==> config.mk <==
export PLATFORM = sky130hd
export DESIGN_NAME = tiis_seq
export DESIGN_NICKNAME = d
export VERILOG_FILES = /design/src/hdl/tiis_pkg.sv /design/src/hdl/tiis_seq.sv
export SDC_FILE = /design/constraint.sdc
export NUM_CORES = 1
export LEC_CHECK = 0
export ABC_AREA = 1
export BUFFER_PORTS_ARGS = -buffer_cell sky130_fd_sc_hd__buf_2
export CELL_PAD_IN_SITES_DETAIL_PLACEMENT = 1
export CELL_PAD_IN_SITES_GLOBAL_PLACEMENT = 1
export CORE_UTILIZATION = 45
export CTS_CLUSTER_SIZE = 30
export DETAILED_ROUTE_END_ITERATION = 8
export PLACE_DENSITY_LB_ADDON = 0.1
export SYNTH_ARGS = -nofsm -noshare
export SYNTH_HDL_FRONTEND = slang
export SYNTH_SLANG_ARGS = --single-unit
==> constraint.sdc <==
create_clock -name i_clk -period 8.35 [get_ports i_clk]
set_input_delay 0.835 -clock i_clk [delete_from_list [all_inputs] [get_ports i_clk]]
set_output_delay 0.835 -clock i_clk [all_outputs]
set_load 0.1 [all_outputs]
==> src/hdl/tiis_pkg.sv <==
`default_nettype none

package tiis_pkg;

    localparam int CMD_W = 16;
    localparam int AMP_W = 16;
    localparam int DLY_W = 8;
    localparam int SLOT_W = 19;
    localparam int SCL_W = 18;
    localparam int PROD_W = 32;
    localparam int CFG_IDX_W = 3;
    localparam int CFG_DATA_W = 16;

    localparam int BUFFER_DEPTH_DEF = 256;

    localparam logic [CFG_IDX_W-1:0] REG_AMP_FIRST = 3'd0;
    localparam logic [CFG_IDX_W-1:0] REG_AMP_SECOND = 3'd1;
    localparam logic [CFG_IDX_W-1:0] REG_AMP_THIRD = 3'd2;
    localparam logic [CFG_IDX_W-1:0] REG_DELAY_SECOND = 3'd3;
    localparam logic [CFG_IDX_W-1:0] REG_DELAY_THIRD = 3'd4;

    localparam logic signed [AMP_W-1:0] AMP_FIRST_RST = 16'sd4096;
    localparam logic signed [AMP_W-1:0] AMP_SECOND_RST = 16'sd8192;
    localparam logic signed [AMP_W-1:0] AMP_THIRD_RST = 16'sd4096;
    localparam logic [DLY_W-1:0] DELAY_SECOND_RST = 8'd25;
    localparam logic [DLY_W-1:0] DELAY_THIRD_RST = 8'd50;

    localparam logic [1:0] OP_FIRST = 2'd0;
    localparam logic [1:0] OP_SECOND = 2'd1;
    localparam logic [1:0] OP_THIRD = 2'd2;

    localparam int OFIFO_DEPTH = 4;
    localparam int OFIFO_AW = $clog2(OFIFO_DEPTH);
    localparam int OFIFO_CW = $clog2(OFIFO_DEPTH + 1);

    typedef struct packed {
        logic                    valid;
        logic                    last;
        logic signed [SCL_W-1:0] scaled;
    } t_op;

    typedef struct packed {
        logic signed [CMD_W-1:0] command_out;
        logic                    saturated;
    } t_out;

    typedef struct packed {
        logic valid;
        t_out payload;
    } t_res;

endpackage

`default_nettype wire

==> src/hdl/tiis_seq.sv <==
`default_nettype none

module tiis_seq #(
    parameter int BUFFER_DEPTH = tiis_pkg::BUFFER_DEPTH_DEF
) (
    input  wire logic                                  i_clk,
    input  wire logic                                  i_rst_n,
    input  wire logic                                  i_accept,
    input  wire logic signed [tiis_pkg::CMD_W-1:0]     i_command_in,
    input  wire logic signed [tiis_pkg::AMP_W-1:0]     i_amp_first,
    input  wire logic signed [tiis_pkg::AMP_W-1:0]     i_amp_second,
    input  wire logic signed [tiis_pkg::AMP_W-1:0]     i_amp_third,
    input  wire logic [$clog2(BUFFER_DEPTH)-1:0]       i_dly_second,
    input  wire logic [$clog2(BUFFER_DEPTH)-1:0]       i_dly_third,
    output logic                                       o_can_take,
    output tiis_pkg::t_op                              o_op,
    output logic [$clog2(BUFFER_DEPTH)-1:0]            o_op_addr
);

    import tiis_pkg::*;

    localparam int AW = $clog2(BUFFER_DEPTH);

    logic [AW-1:0]            r_pos;
    logic [AW-1:0]            n_pos;
    logic                     r_valid;
    logic [1:0]               r_cnt;
    logic signed [CMD_W-1:0]  r_cmd;
    logic [AW-1:0]            r_addr [3];
    logic [1:0]               r_last_sel;

    logic [AW:0]              sum_second;
    logic [AW:0]              sum_third;
    logic [AW-1:0]            addr_second;
    logic [AW-1:0]            addr_third;
    logic [1:0]               last_sel;
    logic signed [AMP_W-1:0]  amp;
    logic signed [PROD_W-1:0] prod;
    logic signed [PROD_W-1:0] rounded;

    always_comb begin
        sum_second = {1'b0, r_pos} + {1'b0, i_dly_second};
        sum_third = {1'b0, r_pos} + {1'b0, i_dly_third};
        if (sum_second >= (AW+1)'(BUFFER_DEPTH)) begin
            addr_second = AW'(sum_second - (AW+1)'(BUFFER_DEPTH));
        end else begin
            addr_second = sum_second[AW-1:0];
        end
        if (sum_third >= (AW+1)'(BUFFER_DEPTH)) begin
            addr_third = AW'(sum_third - (AW+1)'(BUFFER_DEPTH));
        end else begin
            addr_third = sum_third[AW-1:0];
        end
        if (r_pos == AW'(BUFFER_DEPTH - 1)) begin
            n_pos = '0;
        end else begin
            n_pos = r_pos + AW'(1);
        end
        // The last operation that touches the current slot emits it and clears it.
        if (addr_third == r_pos) begin
            last_sel = OP_THIRD;
        end else if (addr_second == r_pos) begin
            last_sel = OP_SECOND;
        end else begin
            last_sel = OP_FIRST;
        end
    end

    always_comb begin
        case (r_cnt)
            OP_FIRST:  amp = i_amp_first;
            OP_SECOND: amp = i_amp_second;
            default:   amp = i_amp_third;
        endcase
        prod = r_cmd * amp;
        rounded = prod + 32'sd8192;
    end

    assign o_can_take = !r_valid || (r_cnt == OP_THIRD);
    assign o_op.valid = r_valid;
    assign o_op.last = (r_cnt == r_last_sel);
    assign o_op.scaled = rounded[PROD_W-1:PROD_W-SCL_W];
    assign o_op_addr = r_addr[r_cnt];

    always_ff @(posedge i_clk) begin
        if (!i_rst_n) begin
            r_pos <= '0;
            r_valid <= 1'b0;
            r_cnt <= OP_FIRST;
        end else if (i_accept) begin
            r_pos <= n_pos;
            r_valid <= 1'b1;
            r_cnt <= OP_FIRST;
        end else if (r_valid) begin
            if (r_cnt == OP_THIRD) begin
                r_valid <= 1'b0;
            end else begin
                r_cnt <= r_cnt + 2'd1;
            end
        end
    end

    always_ff @(posedge i_clk) begin
        if (i_accept) begin
            r_cmd <= i_command_in;
            r_addr[0] <= r_pos;
            r_addr[1] <= addr_second;
            r_addr[2] <= addr_third;
            r_last_sel <= last_sel;
        end
    end

endmodule

`default_nettype wire

### Word level (Yosys, flattened, before mapping)

Memories as Yosys holds them, arrays and structs flattened. A register that Yosys moved wholly into a read port is not among the register bits.
Index checks and enable logic that the tools add are counted.

* flip-flop bits (word level): 29
* latch bits: 0
* bits in writable memories: 24
* ROM bits: 0
* output and inout port bits: 29
* word-level logic and storage cells: 41
* memories kept: 1

* add/sub/neg operators: 7
* multiply operators: 1
* divide/modulo/power cells: 0
* order comparisons: 2
* eq/ne operators: 6
* shift-type cells: 0
* multiplexer cells: 12
* bitwise logic cells: 2
* reductions and logical operators: 5

Memories
* r_addr: words 3, bits a word 8, read ports 1, clocked after memory_dff 1, write ports 3, line tiis_seq.sv:29 `logic [AW-1:0] r_addr [3];`

Operator list (count)
* 32-bit by 15-bit adder with 32-bit output (second input constant): 1
* 16-bit by 16-bit multiplier with 32-bit output: 1
* 16-bit one-hot mux with 2 select lines: 1
* 8-bit two-way mux: 3
* 8-bit by 8-bit adder with 9-bit output: 2
* 9-bit greater-or-equal comparator (second input constant): 2
* 8-bit equality test: 2
* 8-bit by 1-bit subtractor with 8-bit output (second input constant): 2
* 8-bit by 1-bit adder with 8-bit output (second input constant): 1
* 8-bit equality test (second input constant): 1
* 1-bit two-way mux: 6
* 2-bit two-way mux: 2
* 2-bit by 1-bit adder with 2-bit output (second input constant): 1
* 2-bit by 1-bit equality test with 1-bit output (second input constant): 1
* 2-bit equality test: 1
* 2-bit equality test (second input constant): 1
* 2-bit zero test: 1
* 1-bit inverter: 2
* 2-bit AND reduction: 1
* 2-bit OR reduction: 1
* 1-bit zero test: 1
* 1-bit logical OR: 1

### Longest topological paths before layout

Gate-level depths: netlist of the first run.

* depth in word-level cells: 5
* depth in mapped cells: 31
* gate-level depth less buffers: 30

### Least setup slack after synthesis of the first run

No wires, ideal clock.

* path type: reg2out
* start point: register r_cnt[0]
* end point: output port o_op[9] (netlist bit)
* arrival: 7378 ps
* required time: 7515 ps
* path slack: 137 ps
* stages on the path, launching flop included: 24
* path through: dfxtp_1 > inv_1 > ha_1 > buf_4 > buf_2 > a22o_1 > a21oi_2 > nor2_1 > fa_1 > fa_1 > fa_1 > fa_1 > fa_1 > inv_1 > fa_1 > inv_1 > ha_1 > a21oi_1 > inv_1 > a31oi_1 > o21ai_0 > a21oi_1 > nand2_1 > xor2_1

RTL lines
* start, declared: line tiis_seq.sv:27 `logic [1:0] r_cnt;`
* start signal, assigned: line tiis_seq.sv:98 `r_cnt <= r_cnt + 2'd1;`
* end, declared: line tiis_seq.sv:16 `output tiis_pkg::t_op o_op,`

==> impl_metrics.toml, run 1 <==
[detailed_routing]
drt_iter0_drc = 530
via_per_inst = 5.176
wirelength_um = 39230
wl_per_cell_um = 18.74
drc_errors = 0
via_count = 10840
first_pass_iters = 5
drtAntennaViolNets = 0

[global_routing]
busiest_layer = "met2"
grtUsageMet1 = 0.3466
grt_pass1_vias = 12230
grt_use_total = 0.2777
grt.met3_usage = 0.01407
grt_overflow = 0
use_met2 = 0.5306
grt_max_degree = 48
grt_pass1_wl_um = 64650
antenna_found_initial = 0

[timing]
post-route-min-period_ns = 7.992
fin_crit_sh = 0.9571
setup_violations = 0
setup_tns_ns = 0
max_slew_margin = 0.5935
max_freq_mhz = 125.1
rsz0062_at_grt = "false"
clock-skew-final_ns = 0.01439
slew_viol_final = 0
tightest_slew_ns = 0.6097
hold_viol = 0

[cts]
cts_sinks = 55
clk_pin_slew_ns = 0.08
htree_levels = 2
insertion_delay_ns = 0.30
cts_tree = "built"
postCtsHoldBufs = 0
cts-buffers-inserted = 5
clk_path_buf_depth = 2
root_buffer = "clkbuf_16"

[finish]
multi_input_area_um2 = 10010
final-seq-area_um2 = 1523
nFillCells = 3545
layout_commonest_cell = "inv_1"
final-instance-count-excl-fill = 2094
layout-drive-gt1-share = 0.1088
diodes = 0
final_area_um2 = 14660
syn_to_final_growth_pct = 11.74
fin_nets = 2151
final_cell_mix = "385 x inv_1, 297 x nand2_1, 262 x fa_1"

[setup_path]
arrival_ns = 7.16
critPathMaxFanout = 11
start_kind = "register"
worstReg2RegStart = "r_pos[0]"
end_kind = "primary output"
startpoint = "r_cnt[1]"
critPathKind = "register to primary output"
worstPathRequired_ns = 7.52

[synth]
synth-edff-count = 42
synthCells = 1598
synth-compound-area-share = 0.06255
ys_types = 42
ys_async_sr_fraction = 0
yosys_warnings = 0
synthAdderAreaFrac = 0.4933
synthSimpleGateAreaFrac = 0.1785
synth_xor_xnor_area_share = 0.02336
synth_ff_type = "edfxtp_1"
ys_ff_latch = 55
synth_area_per_cell_um2 = 8.212
syn_nets = 2040
ys_seq_area_frac = 0.1159
netlist_area_um2 = 13120
synth_top_family_by_area = "adder cells"
synthMuxAreaShare = 0

[floorplan]
dieWidth_um = 172.8
start_util = 0.4572
num_rows = 62
dieArea_um2 = 29850
die_h_um = 172.8
pin_count = 112
core_um2 = 28700

[worst_hold_path]
worstHoldStart = "r_cnt[0]"
hold_class = "register to register"

[placed_design]
hpwl_um = 34740
place_area_um2 = 14380
place_inst = 2081
io_buffer_count = 111
place_congestion = 0.9426

[flow_run]
drv_cap = 0

[outcome]
outcome = "completed"
## logic make-up after synthesis
group / after synthesis
AOI/OAI and AO/OA: 139
xor gates and xnor gates: 35
adders and majority gates: 359
buffers and inverters: 433
DFF: 55
and+or+nand+nor: 577
## path summary, 6_finish.rpt
check                           depth (start not counted)  slack (ns)             to
worst max-delay path                                   26        0.36       o_op[15]
worst min-delay path                                    2        0.55       r_cnt[0]
worst max register to register                         11        5.77  r_last_sel[0]
worst min register to register                          2        0.55       r_cnt[0]
## Yosys cell counts (3+ instances only)
| cell type | count | area, um2 |
|---|---|---|
| buf_2 | 14 | 70.07 |
| xor2_1 | 25 | 219.0 |
| nor3_1 | 6 | 30.03 |
| a21oi_1 | 75 | 375.4 |
| nand3b_1 | 3 | 22.52 |
| dfxtp_1 | 13 | 260.3 |
| ha_1 | 95 | 1189 |
| inv_1 | 387 | 1453 |
| o21bai_1 | 6 | 45.04 |
| a31oi_1 | 6 | 37.54 |
| and3_1 | 3 | 18.77 |
| a22o_1 | 14 | 122.6 |
| nand2_1 | 297 | 1115 |
| nand4_1 | 11 | 68.82 |
| clkinv_1 | 8 | 30.03 |
| nand3_1 | 35 | 175.2 |
| buf_1 | 3 | 11.26 |
| nor2_1 | 202 | 758.2 |
| xnor2_1 | 10 | 87.58 |
| nand2_2 | 9 | 56.30 |
| fa_1 | 264 | 5285 |
| o21ai_0 | 24 | 120.1 |
| or2_2 | 4 | 25.02 |
| edfxtp_1 | 42 | 1261 |
| clkbuf_1 | 16 | 60.06 |
## area by class of cell
class	instances	area share
flip-flops and latches	55	0.1038
clock inverters	3	0.002304
repair buffers	140	0.06733
multi-input cells	1110	0.6830
clock buffers	5	0.008533
well taps	384	0.03277
inverters	397	0.1022
## stage by stage
| stage | setup WS (ns) | hold slack [ns] | util |
|---|---|---|---|
| final | 0.3583 | 0.5453 | 0.5109 |
| after CTS | 0.01993 | 0.5552 | 0.5070 |
| after floorplan | 0.1365 | 0.4029 | - |
| after global placement | 0.1925 | 0.5233 | 0.5010 |
| after global routing | 0.01654 | 0.5664 | 0.5109 |
| after detailed placement | 0.1247 | 0.5438 | 0.5010 |
## state kept, by name, summed over array words and instances, names as in the netlist, named ones only
register	cells
r_cnt	2
r_last_sel	2
r_addr	24
r_valid	1
r_cmd	16
r_pos	8
## what timing repair did
item | in CTS | in global routing
gates cloned | 0 | 0
pin swaps | 0 | 1
setup endpoints to repair | 12 | 17
gates resized for setup | 4 | 17
setup buffers | 0 | 5
## per-layer routing
| metal | wire length, um | up-vias |
|---|---|---|
| met5 | 0 | - |
| met2 | 20990 | 184 |
| met1 | 16430 | 5623 |
| met4 | 849 | 0 |
| met3 | 961 | 50 |
| li1 | - | 4982 |
## critical path, stage by stage (launching register included)
cell	delay [ns]
dfxtp_1	0.38
inv_1	0.13
ha_4	0.23
buf_4	0.18
a22o_1	0.23
a21oi_2	0.20
buf_4	0.20
clkinvlp_4	0.24
nand2_1	0.17
fa_1	0.39
inv_1	0.09
fa_1	0.45
fa_1	0.58
fa_1	0.45
fa_1	0.50
inv_1	0.05
fa_1	0.47
inv_1	0.04
ha_1	0.36
inv_1	0.08
o21bai_1	0.25
a21oi_1	0.12
o21ai_0	0.35
a21oi_1	0.11
nand2_1	0.12
xor2_1	0.27
buf_12	0.22
Power of run 1 is left out: the tool's default activity adds up to more than one toggle a clock period on the data nets, which glitch-free logic cannot reach.
==> run 2, diff against run 1 <==
--- a/config.mk
+++ b/config.mk
@@ -13,6 +13,7 @@
 export CTS_CLUSTER_SIZE = 30
 export DETAILED_ROUTE_END_ITERATION = 8
 export PLACE_DENSITY_LB_ADDON = 0.1
+export REMOVE_ABC_BUFFERS = 1
 export SYNTH_ARGS = -nofsm -noshare
 export SYNTH_HDL_FRONTEND = slang
 export SYNTH_SLANG_ARGS = --single-unit
==> run 2 against run 1 <==
Against the previous run:
- final cell count about the same
- die area unchanged
- hold slack better by 0.0020 ns
- sequential cell count unchanged
- count of clock-buffer cells in the layout up 1
- non-clock buffer count down 5
- critical path depth down 1
- final area down 0.26%
- maximum frequency about the same
- register-to-register slack worse by 0.07 ns
==> impl_metrics.toml, run 2 (synthesized netlist as in run 1, its figures left out) <==
[cts]
cts_sinks = 55
root_buffer = "clkbuf_16"
cts_tree = "built"
clk_path_buf_depth = 2
clk_pin_slew_ns = 0.08
postCtsHoldBufs = 0
cts-buffers-inserted = 5
insertion_delay_ns = 0.31
htree_levels = 2

[setup_path]
critPathMaxStageDelay_ns = 0.57
path_delay_family = "adder cells"
critPathMaxFanout = 18
start_kind = "register"
cp_slowest_cell = "fa_1"
ff2ff_path_depth = 11
arrival_ns = 7.16
cp.depth = 25
r2r_setup_slack_ns = 5.70
startpoint = "r_cnt[1]"
cp_num_buf_inv = 8
critPathKind = "register to primary output"
endpoint = "o_op[9]"
r2r-end = "r_last_sel[0]"
worstPathRequired_ns = 7.52
worstReg2RegStart = "r_pos[0]"
end_kind = "primary output"

[timing]
clock-skew-final_ns = 0.004036
fin_crit_sh = 0.9572
tightest_slew_ns = 1.157
setup_violations = 0
post-route-min-period_ns = 7.993
rsz0062_at_grt = "false"
max_freq_mhz = 125.1
max_slew_margin = 0.2284
setup_tns_ns = 0
hold_viol = 0
slew_viol_final = 0

[detailed_routing]
wl_per_cell_um = 19.69
drt_iter0_drc = 468
wl_met3_um = 2003
via_per_inst = 5.158
drtAntennaViolNets = 0
drc_errors = 0
via_count = 10790
drt-met1-wl_um = 18670
wirelength_um = 41190
top_layer_used = "met4"
first_pass_iters = 8
routed-wl-met2_um = 19270

[floorplan]
core_um2 = 28700
dieArea_um2 = 29850
num_rows = 62
dieWidth_um = 172.8
die_h_um = 172.8
start_util = 0.4572
pin_count = 112

[flow_run]
drv_cap = 0

[finish]
largest_reg_flops = 24
syn_to_final_growth_pct = 11.45
final_cell_mix = "382 x inv_1, 297 x nand2_1, 263 x fa_1"
fin_nets = 2147
final_util = 0.5095
largestRegisters = "r_addr: 24 flops, r_cmd: 16 flops, r_pos: 8 flops"
layout_commonest_cell = "inv_1"
top_register = "r_addr"
layout-drive-gt1-share = 0.1038
final-instance-count-excl-fill = 2092

[global_routing]
grt_pass1_wl_um = 67540
grt_use_total = 0.2948
grt_max_degree = 48
grt_pass1_vias = 12240
antenna_found_initial = 2
grt_overflow = 0

[placed_design]
hpwl_um = 35980
io_buffer_count = 111
place_inst = 2080
place_congestion = 0.9181

[outcome]
outcome = "completed"

[worst_hold_path]
hold_class = "register to register"
holdPathStages = 2
## run 2: cell types whose count changed in the layout (fill, tap and decap cells not counted), sizes merged
cell,change
inv,+1
clkbuf,+2
nor2,+1
buf,-6
clkinvlp,-1
clkinv,-1
diode,+2
## run 2: worst min path at each step
stage / from / end / slack (ns)
floorplan: r_cnt[0] / register / 0.50
detailed placement: r_cnt[0] / r_cnt[0] / 0.55
CTS: r_cnt[0] / r_cnt[0] / 0.57
global placement: r_cnt[0] / r_cnt[0] / 0.52
finish: r_cnt[0] / r_cnt[0] / 0.55
global route: r_cnt[0] / r_cnt[0] / 0.59
## run 2: cell type report
| type | count | area, um2 |
|---|---|---|
| Tap cell | 384 | 480.5 |
| Clock buffer | 6 | 138.9 |
| Antenna cell | 2 | 5.005 |
| Timing Repair Buffer | 135 | 978.4 |
| Clock inverter | 2 | 20.02 |
| Multi-Input combinational cell | 1111 | 9986 |
| Fill cell | 3494 | 14080 |
| Sequential cell | 55 | 1523 |
| Inverter | 397 | 1494 |
## run 2: metrics by stage
step / worst slack [ns] / hold slack [ns] / area [um2]
2_1_floorplan: -0.008166 / 0.5030 / 12950
3_3_place_gp: 0.3224 / 0.5234 / 14400
3_5_place_dp: 0.2139 / 0.5529 / 14400
4_1_cts: 0.002542 / 0.5677 / 14570
5_1_grt: 0.06843 / 0.5886 / 14630
6_report: 0.3570 / 0.5473 / 14630
## run 2: worst reg2reg max path, cell delays in order (launching register included)
cell     delay (ns)
dfxtp_1        0.42
ha_1           0.29
fa_1           0.45
or2_2          0.30
nand2_1        0.08
nand2_1        0.06
a21oi_1        0.16
nand3_1        0.11
nor2_1         0.11
nand3_1        0.07
nor2_1         0.28
nor2_1         0.07
## run 2: repair_timing
item / in CTS / in global routing
gates cloned: 0 / 1
buffers inserted: 0 / 1
pin swaps: 0 / 1
gates resized for setup: 2 / 14
endpoints found under the setup margin: 9 / 16
## run 2: layer usage
layer,GRT usage,vias up
met5,0,-
met3,0.04661,64
li1,-,4977
met2,0.4849,268
met4,0.08001,0
met1,0.4057,5482
Power of run 2 is left out for the same reason.
==> run 3, diff against run 2 <==
--- a/config.mk
+++ b/config.mk
@@ -7,12 +7,9 @@
 export LEC_CHECK = 0
 export ABC_AREA = 1
 export BUFFER_PORTS_ARGS = -buffer_cell sky130_fd_sc_hd__buf_2
-export CELL_PAD_IN_SITES_DETAIL_PLACEMENT = 1
-export CELL_PAD_IN_SITES_GLOBAL_PLACEMENT = 1
 export CORE_UTILIZATION = 45
 export CTS_CLUSTER_SIZE = 30
 export DETAILED_ROUTE_END_ITERATION = 8
-export PLACE_DENSITY_LB_ADDON = 0.1
 export REMOVE_ABC_BUFFERS = 1
 export SYNTH_ARGS = -nofsm -noshare
 export SYNTH_HDL_FRONTEND = slang
==> run 3 against run 2 <==
Against the previous run:
- critical endpoint is now o_op[7]
- core utilization is 0.73 points higher
- critical path depth is 1 higher
- count of clock-buffer cells in the layout is 1 lower
- highest routed layer unchanged
- hold slack worse by 0.0018 ns
==> impl_metrics.toml, run 3 (synthesized netlist as in run 1, its figures left out) <==
[finish]
final-instance-count-excl-fill = 2108
layout_commonest_cell = "inv_1"
top_register = "r_addr"
diodes = 0
layout-drive-gt1-share = 0.1114
final_cell_mix = "387 x inv_1, 297 x nand2_1, 264 x fa_1"
largest_reg_flops = 24
fin_nets = 2165
final_area_um2 = 14830
largestRegisters = "r_addr: 24 flops, r_cmd: 16 flops, r_pos: 8 flops"
syn_to_final_growth_pct = 13.04
nFillCells = 2827

[detailed_routing]
via_per_inst = 5.028
first_pass_iters = 5
wl_met3_um = 2901
via_count = 10600
routed-wl-met2_um = 16420
top_layer_used = "met4"
wl_per_cell_um = 17.44
drt-met1-wl_um = 16660
drt_iter0_drc = 688
drc_errors = 0
wirelength_um = 36770
drtAntennaViolNets = 0

[cts]
cts_sinks = 55
clk_path_buf_depth = 2
cts_tree = "built"
cts-buffers-inserted = 5
clk_pin_slew_ns = 0.09
root_buffer = "clkbuf_16"
htree_levels = 2
insertion_delay_ns = 0.32

[timing]
slew_viol_final = 0
setup_violations = 0
tightest_slew_ns = 0.7005
post-route-min-period_ns = 7.932
hold_viol = 0
fin_crit_sh = 0.9499
rsz0062_at_grt = "false"
whs_ns = 0.5455
clock-skew-final_ns = 0.01193
max_freq_mhz = 126.1
max_slew_margin = 0.5330

[setup_path]
critPathMaxFanout = 10
critPathKind = "register to primary output"
worstPathRequired_ns = 7.52
path_delay_family = "adder cells"
r2r_setup_slack_ns = 5.75
cp_num_buf_inv = 9
crit_top_cell = "fa_1"
cp_slowest_cell = "fa_1"
critPathMaxStageDelay_ns = 0.54
startpoint = "r_cnt[1]"
end_kind = "primary output"
arrival_ns = 7.10
r2r-end = "r_last_sel[0]"
ff2ff_path_depth = 11
worstReg2RegStart = "r_pos[0]"
start_kind = "register"

[floorplan]
core_um2 = 28700
start_util = 0.4572
pin_count = 112
die_h_um = 172.8
dieArea_um2 = 29850
num_rows = 62
dieWidth_um = 172.8

[placed_design]
place_area_um2 = 14560
hpwl_um = 32060
io_buffer_count = 111
place_inst = 2095
place_congestion = 0.9695

[global_routing]
antenna_found_initial = 0
grt_pass1_wl_um = 59900
grt_max_degree = 48
grt_use_total = 0.2599
grt_overflow = 0
grt_pass1_vias = 10880

[outcome]
outcome = "completed"

[worst_hold_path]
holdPathStages = 2
hold-path-endpoint = "r_cnt[0]"
hold_class = "register to register"
worstHoldStart = "r_cnt[0]"

[flow_run]
drv_cap = 0
==> run 3: worst max-delay path by stage <==
| stage | end | slack, ns | cells after the start |
|---|---|---|---|
| global route | o_op[5] | 0.05 | 30 |
| finish | o_op[7] | 0.42 | 26 |
| global placement | o_op[6] | 0.26 | 24 |
| detailed placement | o_op[6] | 0.14 | 24 |
| CTS | o_op[6] | 0.08 | 24 |
| floorplan | o_op[9] | -0.008 | 23 |
==> run 3: cell type report <==
cell class / instances / area [um2] / area share
multi-input cells: 1110 / 9995 / 0.6738
flip-flops and latches: 55 / 1523 / 0.1026
inverters: 397 / 1494 / 0.1007
repair buffers: 154 / 1186 / 0.07996
well taps: 384 / 480.5 / 0.03239
clock buffers: 5 / 125.1 / 0.008435
clock inverters: 3 / 31.28 / 0.002109
==> run 3: repair_timing <==
action	in CTS	in global routing
buffers inserted	0	5
endpoints found under the setup margin	4	14
hold buffers	0	0
gates resized for setup	3	7
gates cloned	0	0
pin swaps	0	1
==> run 3: worst min-delay path: stages (launching register included) <==
cell	delay, ns
dfxtp_2	0.36
nand2_1	0.09
a21oi_1	0.06
==> run 3: per-stage QoR <==
stage / utilization / worst slack, ns / TNS [ns]
after global routing: 0.5168 / 0.05074 / 0
after global placement: 0.5072 / 0.2563 / 0
after detailed placement: 0.5072 / 0.1447 / 0
after CTS: 0.5130 / 0.08347 / 0
after floorplan: - / -0.008166 / -0.008166
final: 0.5168 / 0.4180 / 0
==> run 3: layer usage <==
| metal | up-vias | global-route usage |
|---|---|---|
| met1 | 5177 | 0.3760 |
| met5 | - | 0 |
| met3 | 44 | 0.05981 |
| met2 | 370 | 0.3984 |
| met4 | 0 | 0.05531 |
| li1 | 5007 | - |
Power of run 3 is left out for the same reason.
